## config.mk

```make
export PLATFORM = sky130hd
export DESIGN_NAME = joint_pd_torque_controller
export DESIGN_NICKNAME = d
export VERILOG_FILES = /design/src/rtl/jpdtc_pkg.sv /design/src/rtl/jpdtc_regs.sv /design/src/rtl/jpdtc_ctrl.sv /design/src/rtl/jpdtc_dp.sv /design/src/rtl/joint_pd_torque_controller.sv
export SDC_FILE = /design/constraint.sdc
export NUM_CORES = 2
export LEC_CHECK = 0
export ABC_AREA = 0
export BUFFER_PORTS_ARGS = -buffer_cell sky130_fd_sc_hd__buf_2
export CORE_UTILIZATION = 45
export DETAILED_ROUTE_END_ITERATION = 10
export PLACE_DENSITY_LB_ADDON = 0.05
export RECOVER_POWER = 50
export SETUP_SLACK_MARGIN = 0.02
export SLEW_MARGIN = 5
export SYNTH_ARGS = -nofsm -noshare
export SYNTH_HDL_FRONTEND = slang
export SYNTH_SLANG_ARGS = --single-unit
```

## constraint.sdc

```tcl
create_clock -name clk -period 10 [get_ports clk]
set_input_delay 2 -clock clk [delete_from_list [all_inputs] [get_ports clk]]
set_output_delay 2 -clock clk [all_outputs]
set_load 0.1 [all_outputs]
```

## src/rtl/jpdtc_pkg.sv

```systemverilog
`timescale 1ns / 1ps

package jpdtc_pkg;

  localparam int NUM_JOINTS = 32;

  localparam int JOINT_W = 5;
  localparam int POS_W   = 16;
  localparam int STICK_W = 16;
  localparam int TORQ_W  = 32;
  localparam int DB_W    = 15;
  localparam int GAIN_W  = 16;
  localparam int MASK_W  = 32;

  // stream word widths, padded to whole bytes
  localparam int S_DATA_W = 56;
  localparam int M_DATA_W = 40;

  localparam int ADDR_W = 5;
  localparam int APB_W  = 32;

  // floor(u / 5) = (u * RECIP5) >> RECIP5_SH, exact for u < 2**18
  localparam logic [16:0] RECIP5    = 17'd52429;
  localparam int          RECIP5_SH = 18;
  // bias that keeps the divide-by-5 operand non-negative (a multiple of 5)
  localparam int          DIV_BIAS  = 45060;
  localparam int          DIV_BIASQ = DIV_BIAS / 5;

  localparam logic [2:0] REG_DEADBAND   = 3'd0;
  localparam logic [2:0] REG_INV_TS     = 3'd1;
  localparam logic [2:0] REG_GAIN_P_HI  = 3'd2;
  localparam logic [2:0] REG_GAIN_P_LO  = 3'd3;
  localparam logic [2:0] REG_GAIN_D     = 3'd4;
  localparam logic [2:0] REG_HI_MASK    = 3'd5;
  localparam logic [2:0] REG_PLUS_MASK  = 3'd6;
  localparam logic [2:0] REG_MINUS_MASK = 3'd7;

  typedef struct packed {
    logic [DB_W-1:0]   deadband;
    logic [GAIN_W-1:0] inv_timestep;
    logic [GAIN_W-1:0] gain_p_high;
    logic [GAIN_W-1:0] gain_p_low;
    logic [GAIN_W-1:0] gain_d;
    logic [MASK_W-1:0] high_gain_mask;
    logic [MASK_W-1:0] plus_offset_mask;
    logic [MASK_W-1:0] minus_offset_mask;
  } cfg_t;

  typedef enum logic [2:0] {
    MUL_NONE,
    MUL_RECIP,
    MUL_P,
    MUL_V,
    MUL_D
  } mul_op_t;

  typedef struct packed {
    logic    load_in;
    logic    ld_u;
    logic    ld_q;
    logic    ld_p;
    logic    out_ld;
    mul_op_t mul_op;
  } cmd_t;

  typedef struct packed {
    logic in_ctrl;
    logic out_free;
  } stat_t;

endpackage

```

## src/rtl/jpdtc_regs.sv

```systemverilog
`timescale 1ns / 1ps

module jpdtc_regs
  import jpdtc_pkg::*;
(
  input  logic              clk,
  input  logic              rst,
  input  logic              psel,
  input  logic              penable,
  input  logic              pwrite,
  input  logic [ADDR_W-1:0] paddr,
  input  logic [APB_W-1:0]  pwdata,
  output logic [APB_W-1:0]  prdata,
  output logic              pready,
  output cfg_t              cfg
);

  logic       wr_en;
  logic [2:0] reg_idx;

  assign pready  = 1'b1;
  assign wr_en   = psel && penable && pwrite && pready;
  assign reg_idx = paddr[ADDR_W-1:2];

  always_ff @(posedge clk) begin
    if (rst) begin
      cfg.deadband          <= 15'd3277;
      cfg.inv_timestep      <= 16'd1000;
      cfg.gain_p_high       <= 16'd8000;
      cfg.gain_p_low        <= 16'd3000;
      cfg.gain_d            <= 16'd100;
      cfg.high_gain_mask    <= 32'h1C07_E03F;
      cfg.plus_offset_mask  <= '0;
      cfg.minus_offset_mask <= '0;
    end else if (wr_en) begin
      unique case (reg_idx)
        REG_DEADBAND:   cfg.deadband          <= pwdata[DB_W-1:0];
        REG_INV_TS:     cfg.inv_timestep      <= pwdata[GAIN_W-1:0];
        REG_GAIN_P_HI:  cfg.gain_p_high       <= pwdata[GAIN_W-1:0];
        REG_GAIN_P_LO:  cfg.gain_p_low        <= pwdata[GAIN_W-1:0];
        REG_GAIN_D:     cfg.gain_d            <= pwdata[GAIN_W-1:0];
        REG_HI_MASK:    cfg.high_gain_mask    <= pwdata[MASK_W-1:0];
        REG_PLUS_MASK:  cfg.plus_offset_mask  <= pwdata[MASK_W-1:0];
        REG_MINUS_MASK: cfg.minus_offset_mask <= pwdata[MASK_W-1:0];
        default: ;
      endcase
    end
  end

  always_comb begin
    unique case (reg_idx)
      REG_DEADBAND:   prdata = APB_W'(cfg.deadband);
      REG_INV_TS:     prdata = APB_W'(cfg.inv_timestep);
      REG_GAIN_P_HI:  prdata = APB_W'(cfg.gain_p_high);
      REG_GAIN_P_LO:  prdata = APB_W'(cfg.gain_p_low);
      REG_GAIN_D:     prdata = APB_W'(cfg.gain_d);
      REG_HI_MASK:    prdata = cfg.high_gain_mask;
      REG_PLUS_MASK:  prdata = cfg.plus_offset_mask;
      REG_MINUS_MASK: prdata = cfg.minus_offset_mask;
      default:        prdata = '0;
    endcase
  end

endmodule

```

## src/rtl/jpdtc_ctrl.sv

```systemverilog
`timescale 1ns / 1ps

module jpdtc_ctrl
  import jpdtc_pkg::*;
(
  input  logic  clk,
  input  logic  rst,
  input  logic  s_tvalid,
  output logic  s_tready,
  input  stat_t stat,
  output cmd_t  cmd
);

  typedef enum logic [2:0] {
    S_IDLE,
    S_NUM,
    S_RECIP,
    S_OFFS,
    S_MULP,
    S_MULV,
    S_MULD,
    S_OUT
  } state_t;

  state_t state;
  logic   accept;

  assign s_tready = (state == S_IDLE);
  assign accept   = s_tvalid && s_tready;

  always_ff @(posedge clk) begin
    if (rst) begin
      state <= S_IDLE;
    end else begin
      unique case (state)
        S_IDLE: begin
          // capture words finish at accept
          if (accept && stat.in_ctrl) state <= S_NUM;
        end
        S_NUM:   state <= S_RECIP;
        S_RECIP: state <= S_OFFS;
        S_OFFS:  state <= S_MULP;
        S_MULP:  state <= S_MULV;
        S_MULV:  state <= S_MULD;
        S_MULD:  state <= S_OUT;
        S_OUT: begin
          if (stat.out_free) state <= S_IDLE;
        end
        default: state <= S_IDLE;
      endcase
    end
  end

  always_comb begin
    cmd         = '0;
    cmd.mul_op  = MUL_NONE;
    cmd.load_in = accept;
    unique case (state)
      S_IDLE:  ;
      S_NUM:   cmd.ld_u   = 1'b1;
      S_RECIP: cmd.mul_op = MUL_RECIP;
      S_OFFS:  cmd.ld_q   = 1'b1;
      S_MULP:  cmd.mul_op = MUL_P;
      S_MULV: begin
        cmd.mul_op = MUL_V;
        cmd.ld_p   = 1'b1;
      end
      S_MULD:  cmd.mul_op = MUL_D;
      S_OUT:   cmd.out_ld = stat.out_free;
      default: ;
    endcase
  end

endmodule

```

## src/rtl/jpdtc_dp.sv

```systemverilog
`timescale 1ns / 1ps

module jpdtc_dp
  import jpdtc_pkg::*;
(
  input  logic                clk,
  input  logic                rst,
  input  cfg_t                cfg,
  input  cmd_t                cmd,
  output stat_t               stat,
  input  logic [S_DATA_W-1:0] s_tdata,
  input  logic                s_tuser,
  output logic                m_tvalid,
  input  logic                m_tready,
  output logic [M_DATA_W-1:0] m_tdata
);

  function automatic logic signed [STICK_W-1:0] db_apply(
    input logic signed [STICK_W-1:0] a,
    input logic [DB_W-1:0]           th
  );
    logic signed [STICK_W:0] ext;
    logic signed [STICK_W:0] mag;
    ext = STICK_W'(a) == '0 ? '0 : (STICK_W+1)'(a);
    mag = (ext < 0) ? -ext : ext;
    return ($unsigned(mag) < (STICK_W+1)'(th)) ? '0 : a;
  endfunction

  // per-joint state, contents undefined until captured
  logic signed [POS_W-1:0] ref_mem  [NUM_JOINTS];
  logic signed [POS_W-1:0] last_mem [NUM_JOINTS];

  logic [JOINT_W-1:0]        in_joint;
  logic signed [POS_W-1:0]   in_pos;
  logic signed [STICK_W-1:0] in_sx;
  logic signed [STICK_W-1:0] in_sy;
  logic                      joint_ok;
  logic                      cap_wr;

  logic [JOINT_W-1:0]        j_r;
  logic signed [POS_W-1:0]   pos_r;
  logic signed [STICK_W-1:0] sx_r;
  logic signed [STICK_W-1:0] sy_r;
  logic signed [POS_W-1:0]   ref_rd;
  logic signed [POS_W-1:0]   last_rd;
  logic [16:0]               u_r;
  logic signed [POS_W-1:0]   q_r;
  logic signed [33:0]        p_r;
  logic signed [50:0]        prod;

  logic signed [19:0] num;
  logic signed [17:0] u_w;
  logic signed [17:0] off;
  logic signed [17:0] delta;
  logic signed [18:0] qsum;
  logic signed [POS_W-1:0] q_sat;
  logic               plus_b;
  logic               minus_b;

  logic signed [33:0] mul_a;
  logic signed [16:0] mul_b;
  logic signed [50:0] mul_res;
  logic signed [16:0] err;
  logic signed [16:0] dpos;
  logic [GAIN_W-1:0]  kp;

  logic signed [51:0]       u_full;
  logic signed [TORQ_W-1:0] torque;

  assign in_joint = s_tdata[4:0];
  assign in_pos   = $signed(s_tdata[20:5]);
  assign in_sx    = $signed(s_tdata[36:21]);
  assign in_sy    = $signed(s_tdata[52:37]);
  assign joint_ok = (int'(in_joint) < NUM_JOINTS);
  assign cap_wr   = cmd.load_in && !s_tuser && joint_ok;

  assign stat.in_ctrl  = s_tuser && joint_ok;
  assign stat.out_free = !m_tvalid || m_tready;

  always_ff @(posedge clk) begin
    if (cap_wr) ref_mem[in_joint] <= in_pos;
  end

  always_ff @(posedge clk) begin
    if (cap_wr) begin
      last_mem[in_joint] <= in_pos;
    end else if (cmd.out_ld) begin
      last_mem[j_r] <= q_r;
    end
  end

  always_ff @(posedge clk) begin
    if (cmd.load_in) begin
      j_r     <= in_joint;
      pos_r   <= in_pos;
      sx_r    <= db_apply(in_sx, cfg.deadband);
      sy_r    <= db_apply(in_sy, cfg.deadband);
      ref_rd  <= ref_mem[in_joint];
      last_rd <= last_mem[in_joint];
    end
  end

  // offset = floor((10*x + y + 20) / 40) = floor(floor(n / 8) / 5)
  always_comb begin
    num = (20'(sx_r) <<< 3) + (20'(sx_r) <<< 1) + 20'(sy_r) + 20'sd20;
    u_w = 18'(num >>> 3) + 18'(DIV_BIAS);
  end

  always_comb begin
    off     = $signed({1'b0, prod[RECIP5_SH+16:RECIP5_SH]}) - 18'(DIV_BIASQ);
    plus_b  = cfg.plus_offset_mask[j_r];
    minus_b = cfg.minus_offset_mask[j_r];
    if (plus_b && !minus_b) begin
      delta = off;
    end else if (minus_b && !plus_b) begin
      delta = -off;
    end else begin
      delta = '0;
    end
    qsum = 19'(pos_r) + 19'(delta);
    if (qsum > 19'sd32767) begin
      q_sat = 16'sh7FFF;
    end else if (qsum < -19'sd32768) begin
      q_sat = 16'sh8000;
    end else begin
      q_sat = qsum[POS_W-1:0];
    end
  end

  always_ff @(posedge clk) begin
    if (cmd.ld_u) u_r <= u_w[16:0];
    if (cmd.ld_q) q_r <= q_sat;
    if (cmd.ld_p) p_r <= prod[33:0];
  end

  // shared multiplier, one product per step
  assign err  = ref_rd - q_r;
  assign dpos = q_r - last_rd;
  assign kp   = cfg.high_gain_mask[j_r] ? cfg.gain_p_high : cfg.gain_p_low;

  always_comb begin
    unique case (cmd.mul_op)
      MUL_RECIP: begin
        mul_a = $signed({17'b0, u_r});
        mul_b = $signed(RECIP5);
      end
      MUL_P: begin
        mul_a = 34'(err);
        mul_b = $signed({1'b0, kp});
      end
      MUL_V: begin
        mul_a = 34'(dpos);
        mul_b = $signed({1'b0, cfg.inv_timestep});
      end
      MUL_D: begin
        mul_a = prod[33:0];
        mul_b = $signed({1'b0, cfg.gain_d});
      end
      default: begin
        mul_a = '0;
        mul_b = '0;
      end
    endcase
  end

  assign mul_res = mul_a * mul_b;

  always_ff @(posedge clk) begin
    if (cmd.mul_op != MUL_NONE) prod <= mul_res;
  end

  always_comb begin
    u_full = 52'(p_r) - 52'(prod);
    if (u_full > 52'sd2147483647) begin
      torque = 32'sh7FFF_FFFF;
    end else if (u_full < -52'sd2147483648) begin
      torque = 32'sh8000_0000;
    end else begin
      torque = u_full[TORQ_W-1:0];
    end
  end

  always_ff @(posedge clk) begin
    if (rst) begin
      m_tvalid <= 1'b0;
    end else if (cmd.out_ld) begin
      m_tvalid <= 1'b1;
    end else if (m_tready) begin
      m_tvalid <= 1'b0;
    end
  end

  always_ff @(posedge clk) begin
    if (cmd.out_ld) m_tdata <= {3'b0, torque, j_r};
  end

endmodule

```

## src/rtl/joint_pd_torque_controller.sv

```systemverilog
`timescale 1ns / 1ps

// Multi-joint PD torque controller.
// Input stream (s_*): one word per joint sample. s_tuser is the action:
// 0 captures the position as the joint's reference and last position and
// gives no output word; 1 runs the control law and gives one output word.
// Output stream (m_*): joint index and saturated 32-bit torque.
// Configuration: APB registers at 4*i (deadband, inv_timestep, gains, masks);
// write only while the block is idle.
// Flow: a control word is accepted, then passes through the NUM, RECIP, OFFS,
// MULP, MULV, MULD and OUT states with one shared 34x17 multiplier (reciprocal
// divide, Kp, velocity, Kd products); the output word is loaded in OUT. One word
// is worked on at a time: a control word keeps the block busy until it leaves
// OUT, and a capture word finishes at accept.
// The result sits in an output register, so the next word is taken while a
// result waits; if m_tready stays low the block holds in its last step.
// Reset clears control state and the registers to their defaults; the joint
// tables are not cleared, every joint must be captured before control.
module joint_pd_torque_controller
  import jpdtc_pkg::*;
(
  input  logic                clk,
  input  logic                rst,
  input  logic                s_tvalid,
  output logic                s_tready,
  input  logic [S_DATA_W-1:0] s_tdata,  // joint_index[4:0], position[20:5],
                                        // stick_x[36:21], stick_y[52:37]
  input  logic                s_tuser,  // action
  output logic                m_tvalid,
  input  logic                m_tready,
  output logic [M_DATA_W-1:0] m_tdata,  // joint_out[4:0], torque[36:5]
  input  logic                psel,
  input  logic                penable,
  input  logic                pwrite,
  input  logic [ADDR_W-1:0]   paddr,
  input  logic [APB_W-1:0]    pwdata,
  output logic [APB_W-1:0]    prdata,
  output logic                pready
);

  cfg_t  cfg;
  cmd_t  cmd;
  stat_t stat;

  jpdtc_regs u_regs (
    .clk     (clk),
    .rst     (rst),
    .psel    (psel),
    .penable (penable),
    .pwrite  (pwrite),
    .paddr   (paddr),
    .pwdata  (pwdata),
    .prdata  (prdata),
    .pready  (pready),
    .cfg     (cfg)
  );

  jpdtc_ctrl u_ctrl (
    .clk      (clk),
    .rst      (rst),
    .s_tvalid (s_tvalid),
    .s_tready (s_tready),
    .stat     (stat),
    .cmd      (cmd)
  );

  jpdtc_dp u_dp (
    .clk      (clk),
    .rst      (rst),
    .cfg      (cfg),
    .cmd      (cmd),
    .stat     (stat),
    .s_tdata  (s_tdata),
    .s_tuser  (s_tuser),
    .m_tvalid (m_tvalid),
    .m_tready (m_tready),
    .m_tdata  (m_tdata)
  );

endmodule

```

-- Word level (Yosys, flattened, before mapping)
Memory sizes are Yosys's and may differ from the RTL's. A register that Yosys moved wholly into a read port is not among the register bits.
Index checks and enable logic that the tools add are counted.
- $lt $le $gt $ge: 9
- add/subtract/negate cells: 12
- $mul: 1
- reductions and logical operators: 28
- muxes and demuxes: 36
- equality and inequality tests: 20
- operators with widths (operator ; count):
    32-bit case mux with 8 select lines ; 1
    34-bit case mux with 4 select lines ; 1
    17-bit two-way mux ; 4
    16-bit case mux with 4 select lines ; 1
    52-bit by 32-bit greater-than comparator with 1-bit output, second input constant ; 1
    52-bit by 32-bit < comparator with 1-bit output, second input constant ; 1
    34-bit by 51-bit subtractor with 52-bit output ; 1
    34-bit by 17-bit multiplier with 51-bit output ; 1
    16-bit two-way mux ; 3
    18-bit two-way mux ; 2
    17-bit by 1-bit < comparator with 1-bit output, second input constant ; 2
    17-bit by 15-bit < comparator with 1-bit output ; 2
    17-bit negator ; 2
    16-bit by 16-bit subtractor with 17-bit output ; 2
    16-bit logical NOT ; 2
    32-bit two-way mux ; 1
    3-bit == test, second input constant ; 9
    3-bit case mux with 8 select lines ; 1
    19-bit by 17-bit adder with 20-bit output ; 1
    20-bit by 16-bit adder with 20-bit output ; 1
    20-bit by 6-bit adder with 20-bit output, second input constant ; 1
    16-bit by 18-bit adder with 19-bit output ; 1
    19-bit by 16-bit greater-than comparator with 1-bit output, second input constant ; 1
    19-bit by 16-bit < comparator with 1-bit output, second input constant ; 1
    other kinds (21) ; 63
- memory bits (writable): 1024
- word-level logic and storage cells: 128
- bits in registers: 387
- memories: 2
- memories (memory ; words ; bits a word ; read ports ; clocked after memory_dff ; write ports ; line ; RTL):
    u_dp.last_mem ; 32 ; 16 ; 1 ; 1 ; 1 ; jpdtc_dp.sv:31 ; logic signed [POS_W-1:0] last_mem [NUM_JOINTS];
    u_dp.ref_mem ; 32 ; 16 ; 1 ; 1 ; 1 ; jpdtc_dp.sv:30 ; logic signed [POS_W-1:0] ref_mem [NUM_JOINTS];

-- Logic depth before layout (Yosys ltp)
- depth after elaboration: 9
- mapped depth: 41
- depth with buffers taken out: 38

-- Hierarchy
From an unflattened synthesis, not the netlist that was laid out.
- cells, all modules: 6932
- area total of the unflattened synthesis: 85759.8 sq um
- modules (own cells, without submodules) (module ; times used ; cells an instance ; sequential area each (sq um) ; area each (sq um)):
    jpdtc_dp ; 1 ; 5916 ; 37946.4 ; 77747.1
    jpdtc_regs ; 1 ; 988 ; 3503.4 ; 7800.0
    jpdtc_ctrl ; 1 ; 28 ; 60.1 ; 212.7

-- Least setup slack after synthesis
Ideal clock, no wire load.
- path type: register to register
- start point: register u_ctrl.state[1]
- end point: register u_dp.prod[49] (data pin)
- arrival time: 9.162 ns
- buffers on the path: 2
- stages on the path, launching flop included: 34
- path slack: 0.578 ns
- data required time: 9.740 ns
- setup time: 0.260 ns
- cells stage by stage: dfxtp_1 > inv_1 > ha_1 > and2_1 > clkbuf_1 > a22o_1 > nor2b_1 > inv_1 > a2111oi_0 > o21a_1 > or4_1 > clkbuf_1 > nand2_1 > fa_1 > fa_1 > fa_1 > inv_1 > fa_1 > fa_1 > inv_1 > fa_1 > inv_1 > ha_1 > a21o_1 > a21o_1 > a21o_1 > a221o_1 > a2111o_1 > a31oi_1 > o21ai_1 > a21o_1 > a2111oi_0 > nor2_1 > xor2_1
- cells in the longest elaborated chain, start to end: 5
- ends and longest elaborated chain (item ; line ; RTL):
    from (decl) ; jpdtc_ctrl.sv:25 ; state_t state;
    from (signal assigned) ; jpdtc_ctrl.sv:33 ; state <= S_IDLE;
    from (signal assigned) ; jpdtc_ctrl.sv:38 ; if (accept && stat.in_ctrl) state <= S_NUM;
    from (signal assigned) ; jpdtc_ctrl.sv:40 ; S_NUM: state <= S_RECIP;
    3-bit == test or 3-bit by 2-bit == test with 1-bit output (tied branches) ; jpdtc_ctrl.sv:58 ; unique case (state)
    3-bit case mux with 4 select lines * ; jpdtc_ctrl.sv:58 ;
    3-bit == test, or another cell as far along ; jpdtc_dp.sv:142 ; unique case (cmd.mul_op)
    34-bit case mux with 4 select lines or 16-bit case mux with 4 select lines (tied branches) ; jpdtc_dp.sv:142 ;
    34-bit by 17-bit multiplier with 51-bit output * ; jpdtc_dp.sv:166 ; assign mul_res = mul_a * mul_b;
    named net u_dp.mul_res[49] ; jpdtc_dp.sv:62 ; logic signed [50:0] mul_res;
    to (signal assigned) ; jpdtc_dp.sv:169 ; if (cmd.mul_op != MUL_NONE) prod <= mul_res;
    to (decl) ; jpdtc_dp.sv:49 ; logic signed [50:0] prod;
The timed path passes the listed nets; every way through them passes the cells marked *.
A chain may end at the register's enable or synchronous reset.

-- Worst setup path in the final report
- start point: register u_dp.j_r[0]
- end point: register u_dp.prod[49] (data pin)
- cells in the longest elaborated chain, start to end: 5
- ends and longest elaborated chain (item ; line ; RTL):
    from (decl) ; jpdtc_dp.sv:40 ; logic [JOINT_W-1:0] j_r;
    from (signal assigned) ; jpdtc_dp.sv:94 ; j_r <= in_joint;
    1-bit binary-select mux with 5-bit select ; jpdtc_dp.sv:139 ; assign kp = cfg.high_gain_mask[j_r] ? cfg.gain_p_high : cfg.gain_p_low;
    1-bit two-way mux (implied by the code) ; jpdtc_dp.sv:139 ;
    16-bit two-way mux ; jpdtc_dp.sv:139 ;
    16-bit case mux with 4 select lines ; jpdtc_dp.sv:142 ;
    34-bit by 17-bit multiplier with 51-bit output ; jpdtc_dp.sv:166 ;
    named net u_dp.mul_res[49] ; jpdtc_dp.sv:62 ;
The timed path passes the listed nets, and every way through them passes these cells. The select of a mux whose other input is x is not followed.

==> out/metrics.sh <==
RUN_STATUS='finished with violations'
VIOLATIONS_IN_THE_FINAL_REPORTS='capacitance limit, slew limit'
DRTITER0DRC=4628
DIE_WIDTH_MICRONS=435.0
CTS_MADE_BUFFERS=158
MAXIMUM_IR_DROP_ON_THE_VDD_RAIL_mV=0.1478
CELLPOWERDENSITY_nW_PER_UM2=184.5
DRT_FIRST_PASS_ITERS=6
SYNTH_WARNINGS=0
CP-ENDPOINT='u_dp.prod[49]$_DFFE_PP_'
CORE_SQ_UM=185800
FINALHOLDVIOLCOUNT=0
DRT-TOTAL-WL_MICRONS=242400
START_UTIL_PCT=45.39
FINAL_PERIOD_MINUS_WORST_SETUP_SLACK_NS=9.744
GRT_PASS1_VIAS=55890
GRT_USE_TOTAL_PCT=25.67
DETAIL-ROUTE-ANTENNA-NETS=0
CP_DATA_REQUIRED_TIME_NS=10.52
CELL_TYPES_OCCUPYING_THE_MOST_AREA_AFTER_SYNTHESIS='sky130_fd_sc_hd__edfxtp_1 45%, sky130_fd_sc_hd__fa_1 13%, sky130_fd_sc_hd__mux4_2 7.8%, sky130_fd_sc_hd__ha_1 4.3%, sky130_fd_sc_hd__dfxtp_1 4.2%'
LAYOUT-DRIVE-GT1-SHARE_PCT=14.59
FIN_HOLD_WS_NS=0.4570
SETUP.WORST_PATH.CLASS='register to register'
SYNTH_CELL_TYPES=107
SYNTH_FF_TYPE='sky130_fd_sc_hd__edfxtp_1'
SYNTH_TOP_CELL_BY_AREA='sky130_fd_sc_hd__edfxtp_1'
TIMING.SETUP.TNS_NS=0
WORSTHOLDPATHTYPE='register to register'
DESIGN_POWER_TOTAL_W=0.01738
BOUNDARYPINS=176
POST-ROUTE-WORST-SETUP-SLACK_NS=0.2562
PLACEMENT.CELL_AREA_SQ_UM=89190
RSZ_0062_RAISED_AFTER_GLOBAL_ROUTING='yes'
REPORTED_MAX_CAP_VIOLATION_COUNT=39
SYNTH_COMMON_CELLS='1263 x sky130_fd_sc_hd__edfxtp_1, 880 x sky130_fd_sc_hd__nand2_1, 755 x sky130_fd_sc_hd__inv_1'
CRITICAL_PATH_ORIGIN='u_dp.j_r[0]$_DFFE_PP_'
SYN-INSTANCE-COUNT=6797
CTS.REPORTEDPATHS.CLKPINSLEW_NS=0.06
SETUP.WORST_PATH.END_CLASS='register'
SLEW_VIOL_FINAL=1509
FINAL.PERIOD_UTILIZATION_PCT=97.44
PLACEMENT.IO_BUFFERS=166
RR_ENDPOINT='u_dp.prod[49]$_DFFE_PP_'
INSERTION_DELAY_NS=0.85
GRT.OVERFLOW.TOTAL=0
CP_COMMON_CELL='sky130_fd_sc_hd__fa_1'
SYNTH.TOP_CELL.AREA_SHARE_PCT=44.96
CLOCK-SKEW-FINAL_NS=0.08423
SYNTH-EDFF-COUNT=1263
WORSTREGTOREGCELLS=31
CLOCK_TREE_FROM_TRITONCTS='built'
DETAIL_ROUTE.DRC_VIOLATIONS=0
SETUP_VIOL=0
CRITICAL_PATH_ARRIVAL_NS=10.26
POST-PLACE-WS_NS=-0.1446
SYNTH_SEQ_CELLS=1442
DIE_AREA_SQ_UM=189200
CTS.SINKS=1442
AREA_ADDED_BETWEEN_SYNTHESIS_AND_FINISH_PCT=11.67
R2R_SLACK_NS=0.26
SYN_AREA_SQ_UM=84350
MAXIMUM_FANOUT_ENCOUNTERED_ON_THE_CRITICAL_TIMING_PATH=24
NUM_VIAS=54503
FMAXACHIEVABLE_MHz=102.6
DIE_Y_MICRONS=435.0
STARTPOINT_TYPE='register'
GPL.FINAL_WEIGHTED_CONGESTION=0.9193
POSTSYNTH.ASYNCRESETSHARE_PCT=0
TIMING_WORST_SLEW_PIN_VALUE_NS=4.593
CPMAXSTAGEDELAYCELL='sky130_fd_sc_hd__mux4_2'
HTREE_LEVELS=4
SYNTHMOSTINSTANTIATEDCELL='sky130_fd_sc_hd__edfxtp_1'
MAX_STAGE_DELAY_NS=0.60
CTS.ROOT.BUFFER_CELL='sky130_fd_sc_hd__clkbuf_16'
GRT_PASS1_WL_MICRONS=363800
TIMING.RR.START='u_dp.j_r[0]$_DFFE_PP_'
FINAL_CELL_AREA_SQ_UM=94200
DP_HPWL_MICRONS=174000
MAX-SLEW-MARGIN-REL_PCT=-206.2
CLK_PATH_BUF_DEPTH=3
GRT_ANTENNA_BEFORE_REPAIR=8
SYNTH.YOSYS.SEQ_AREA_SHARE_PCT=49.21
POWER.STATIC_LEAKAGE_nW=35.81
FINAL_NETS=7969
VIA_PER_INST=5.651
POST_SYNTH.CELL_AREA_AVG_SQ_UM=12.41
LARGEST_NET_DEGREE_AT_THE_START_OF_GLOBAL_ROUTING=100
ROWS=158
AVGROUTEDWIREPERCELL_MICRONS=25.13
-- flip-flops by register name, indices dropped and copies added, names as in the netlist, 15 cells and up --
name / count
u_regs.cfg: 175
u_dp.pos_r: 16
u_dp.prod: 51
u_dp.sx_r: 16
u_dp.q_r: 16
u_dp.last_rd: 16
u_dp.ref_rd: 16
u_dp.last_mem: 512
u_dp.m_tdata: 37
u_dp.u_r: 17
u_dp.p_r: 34
u_dp.sy_r: 15
u_dp.ref_mem: 512
-- how the worst min path moves through the flow --
stage	startpoint	endpoint	cells after the start
5_1_grt	u_regs.cfg[50]$_SDFFE_PP0P_	u_regs.cfg[50]$_SDFFE_PP0P_	2
4_1_cts	u_regs.cfg[142]$_SDFFE_PP0P_	u_regs.cfg[142]$_SDFFE_PP0P_	2
6_report	u_regs.cfg[142]$_SDFFE_PP0P_	u_regs.cfg[142]$_SDFFE_PP0P_	2
3_5_place_dp	u_regs.cfg[142]$_SDFFE_PP0P_	u_regs.cfg[142]$_SDFFE_PP0P_	2
3_3_place_gp	u_regs.cfg[142]$_SDFFE_PP0P_	u_regs.cfg[142]$_SDFFE_PP0P_	2
2_1_floorplan	u_dp.j_r[0]$_DFFE_PP_	u_dp.m_tdata[0]$_DFFE_PP_	0
-- cell type report --
cell class	instances	area, sq um
fillers	16350	91630
flip-flops and latches	1442	41510
multi-input cells	4250	38870
clock buffers	202	4242
well taps	2480	3103
inverters	755	2839
repair buffers	431	2773
clock inverters	82	860.8
diodes	2	5.005
-- power by group --
group	switching (W)	internal (W)
combinational	0.00278	0.00160
sequential	0.000245	0.00702
clock	0.00251	0.00322
-- per-stage QoR --
step           util [%]  instances
6_report          50.69       9644
3_3_place_gp      48.00       9353
3_5_place_dp      48.00       9353
4_1_cts           50.75       9637
2_1_floorplan         -       6799
5_1_grt           50.69       9643
-- cells in the final DEF (no fill, tap or decap), types with 17 or more instances in the layout --
| cell | netlist | routed |
|---|---|---|
| sky130_fd_sc_hd__nor2_1 | 366 | 355 |
| sky130_fd_sc_hd__nor3_1 | 47 | 41 |
| sky130_fd_sc_hd__ha_1 | 293 | 293 |
| sky130_fd_sc_hd__o21ai_0 | 145 | 140 |
| sky130_fd_sc_hd__xnor2_1 | 135 | 135 |
| sky130_fd_sc_hd__a21oi_1 | 341 | 340 |
| sky130_fd_sc_hd__o21ai_2 | 30 | 35 |
| sky130_fd_sc_hd__or2_2 | 17 | 17 |
| sky130_fd_sc_hd__mux2i_1 | 51 | 50 |
| sky130_fd_sc_hd__nand2b_1 | 35 | 35 |
| sky130_fd_sc_hd__nand3b_1 | 40 | 40 |
| sky130_fd_sc_hd__a21o_1 | 67 | 67 |
| sky130_fd_sc_hd__mux4_2 | 293 | 293 |
| sky130_fd_sc_hd__edfxtp_1 | 1263 | 1263 |
| sky130_fd_sc_hd__clkbuf_16 | 0 | 160 |
| sky130_fd_sc_hd__nand3_1 | 60 | 58 |
| sky130_fd_sc_hd__o31ai_1 | 26 | 24 |
| sky130_fd_sc_hd__o21a_1 | 27 | 27 |
| sky130_fd_sc_hd__a31oi_1 | 35 | 34 |
| sky130_fd_sc_hd__fa_1 | 537 | 537 |
| sky130_fd_sc_hd__clkinv_1 | 0 | 25 |
| sky130_fd_sc_hd__a211oi_1 | 31 | 22 |
| sky130_fd_sc_hd__or3_1 | 18 | 18 |
| sky130_fd_sc_hd__nor2b_1 | 106 | 103 |
| sky130_fd_sc_hd__xor2_1 | 62 | 62 |
| sky130_fd_sc_hd__and2_1 | 68 | 63 |
| sky130_fd_sc_hd__o22ai_1 | 24 | 24 |
| sky130_fd_sc_hd__buf_4 | 4 | 209 |
| sky130_fd_sc_hd__o211ai_1 | 28 | 28 |
| sky130_fd_sc_hd__and3_1 | 31 | 31 |
| sky130_fd_sc_hd__o21bai_1 | 24 | 24 |
| sky130_fd_sc_hd__a22oi_1 | 138 | 138 |
| sky130_fd_sc_hd__dfxtp_1 | 179 | 179 |
| sky130_fd_sc_hd__inv_1 | 755 | 753 |
| sky130_fd_sc_hd__clkbuf_1 | 275 | 92 |
| sky130_fd_sc_hd__clkinv_2 | 0 | 30 |
| sky130_fd_sc_hd__nand2_1 | 880 | 874 |
| sky130_fd_sc_hd__buf_2 | 9 | 153 |
| sky130_fd_sc_hd__nand4_1 | 51 | 51 |
-- timing repair --
item	4_1_cts	5_1_grt
resized for setup	4	36
setup endpoints to repair	5	14
gates cloned	0	0
hold buffers	0	0
setup buffers	0	5
pin swaps	0	6
endpoints found under the hold margin	0	0
-- cells by family (layout without fill, tap and decap cells) --
| kind of cell | count (synthesis) | in the layout | share of synthesized area (%) |
|---|---|---|---|
| AO/OA/AOI/OAI | 1077 | 1077 | 8.361 |
| XOR/XNOR | 197 | 197 | 2.045 |
| buffers and inverters | 1107 | 1470 | 5.086 |
| multiplexers | 358 | 358 | 8.615 |
| flip-flops | 1442 | 1442 | 49.21 |
| adder cells (fa/ha/maj) | 830 | 830 | 17.09 |
| AND/OR/NAND/NOR | 1784 | 1784 | 9.585 |
| other | 2 | 6 | 0.008903 |
-- per-layer routing --
layer | global-route usage, % | share of wire, %
met3 | 4.020 | 5.5
met5 | 0 | 0.0087
met1 | 36.03 | 44
met4 | 6.253 | 2.4
met2 | 41.83 | 48
-- worst max-delay path: cells and delay by family, from the launching register on --
kind	cells	cell delay, ns
buffers and inverters	7	1.20
adders and majority gates	7	3.33
and+or+nand+nor	3	0.42
AOI/OAI and AO/OA	10	2.42
DFF	1	0.40
xor gates and xnor gates	1	0.17
muxes	3	1.48
Power figures use the tool's default switching activity.
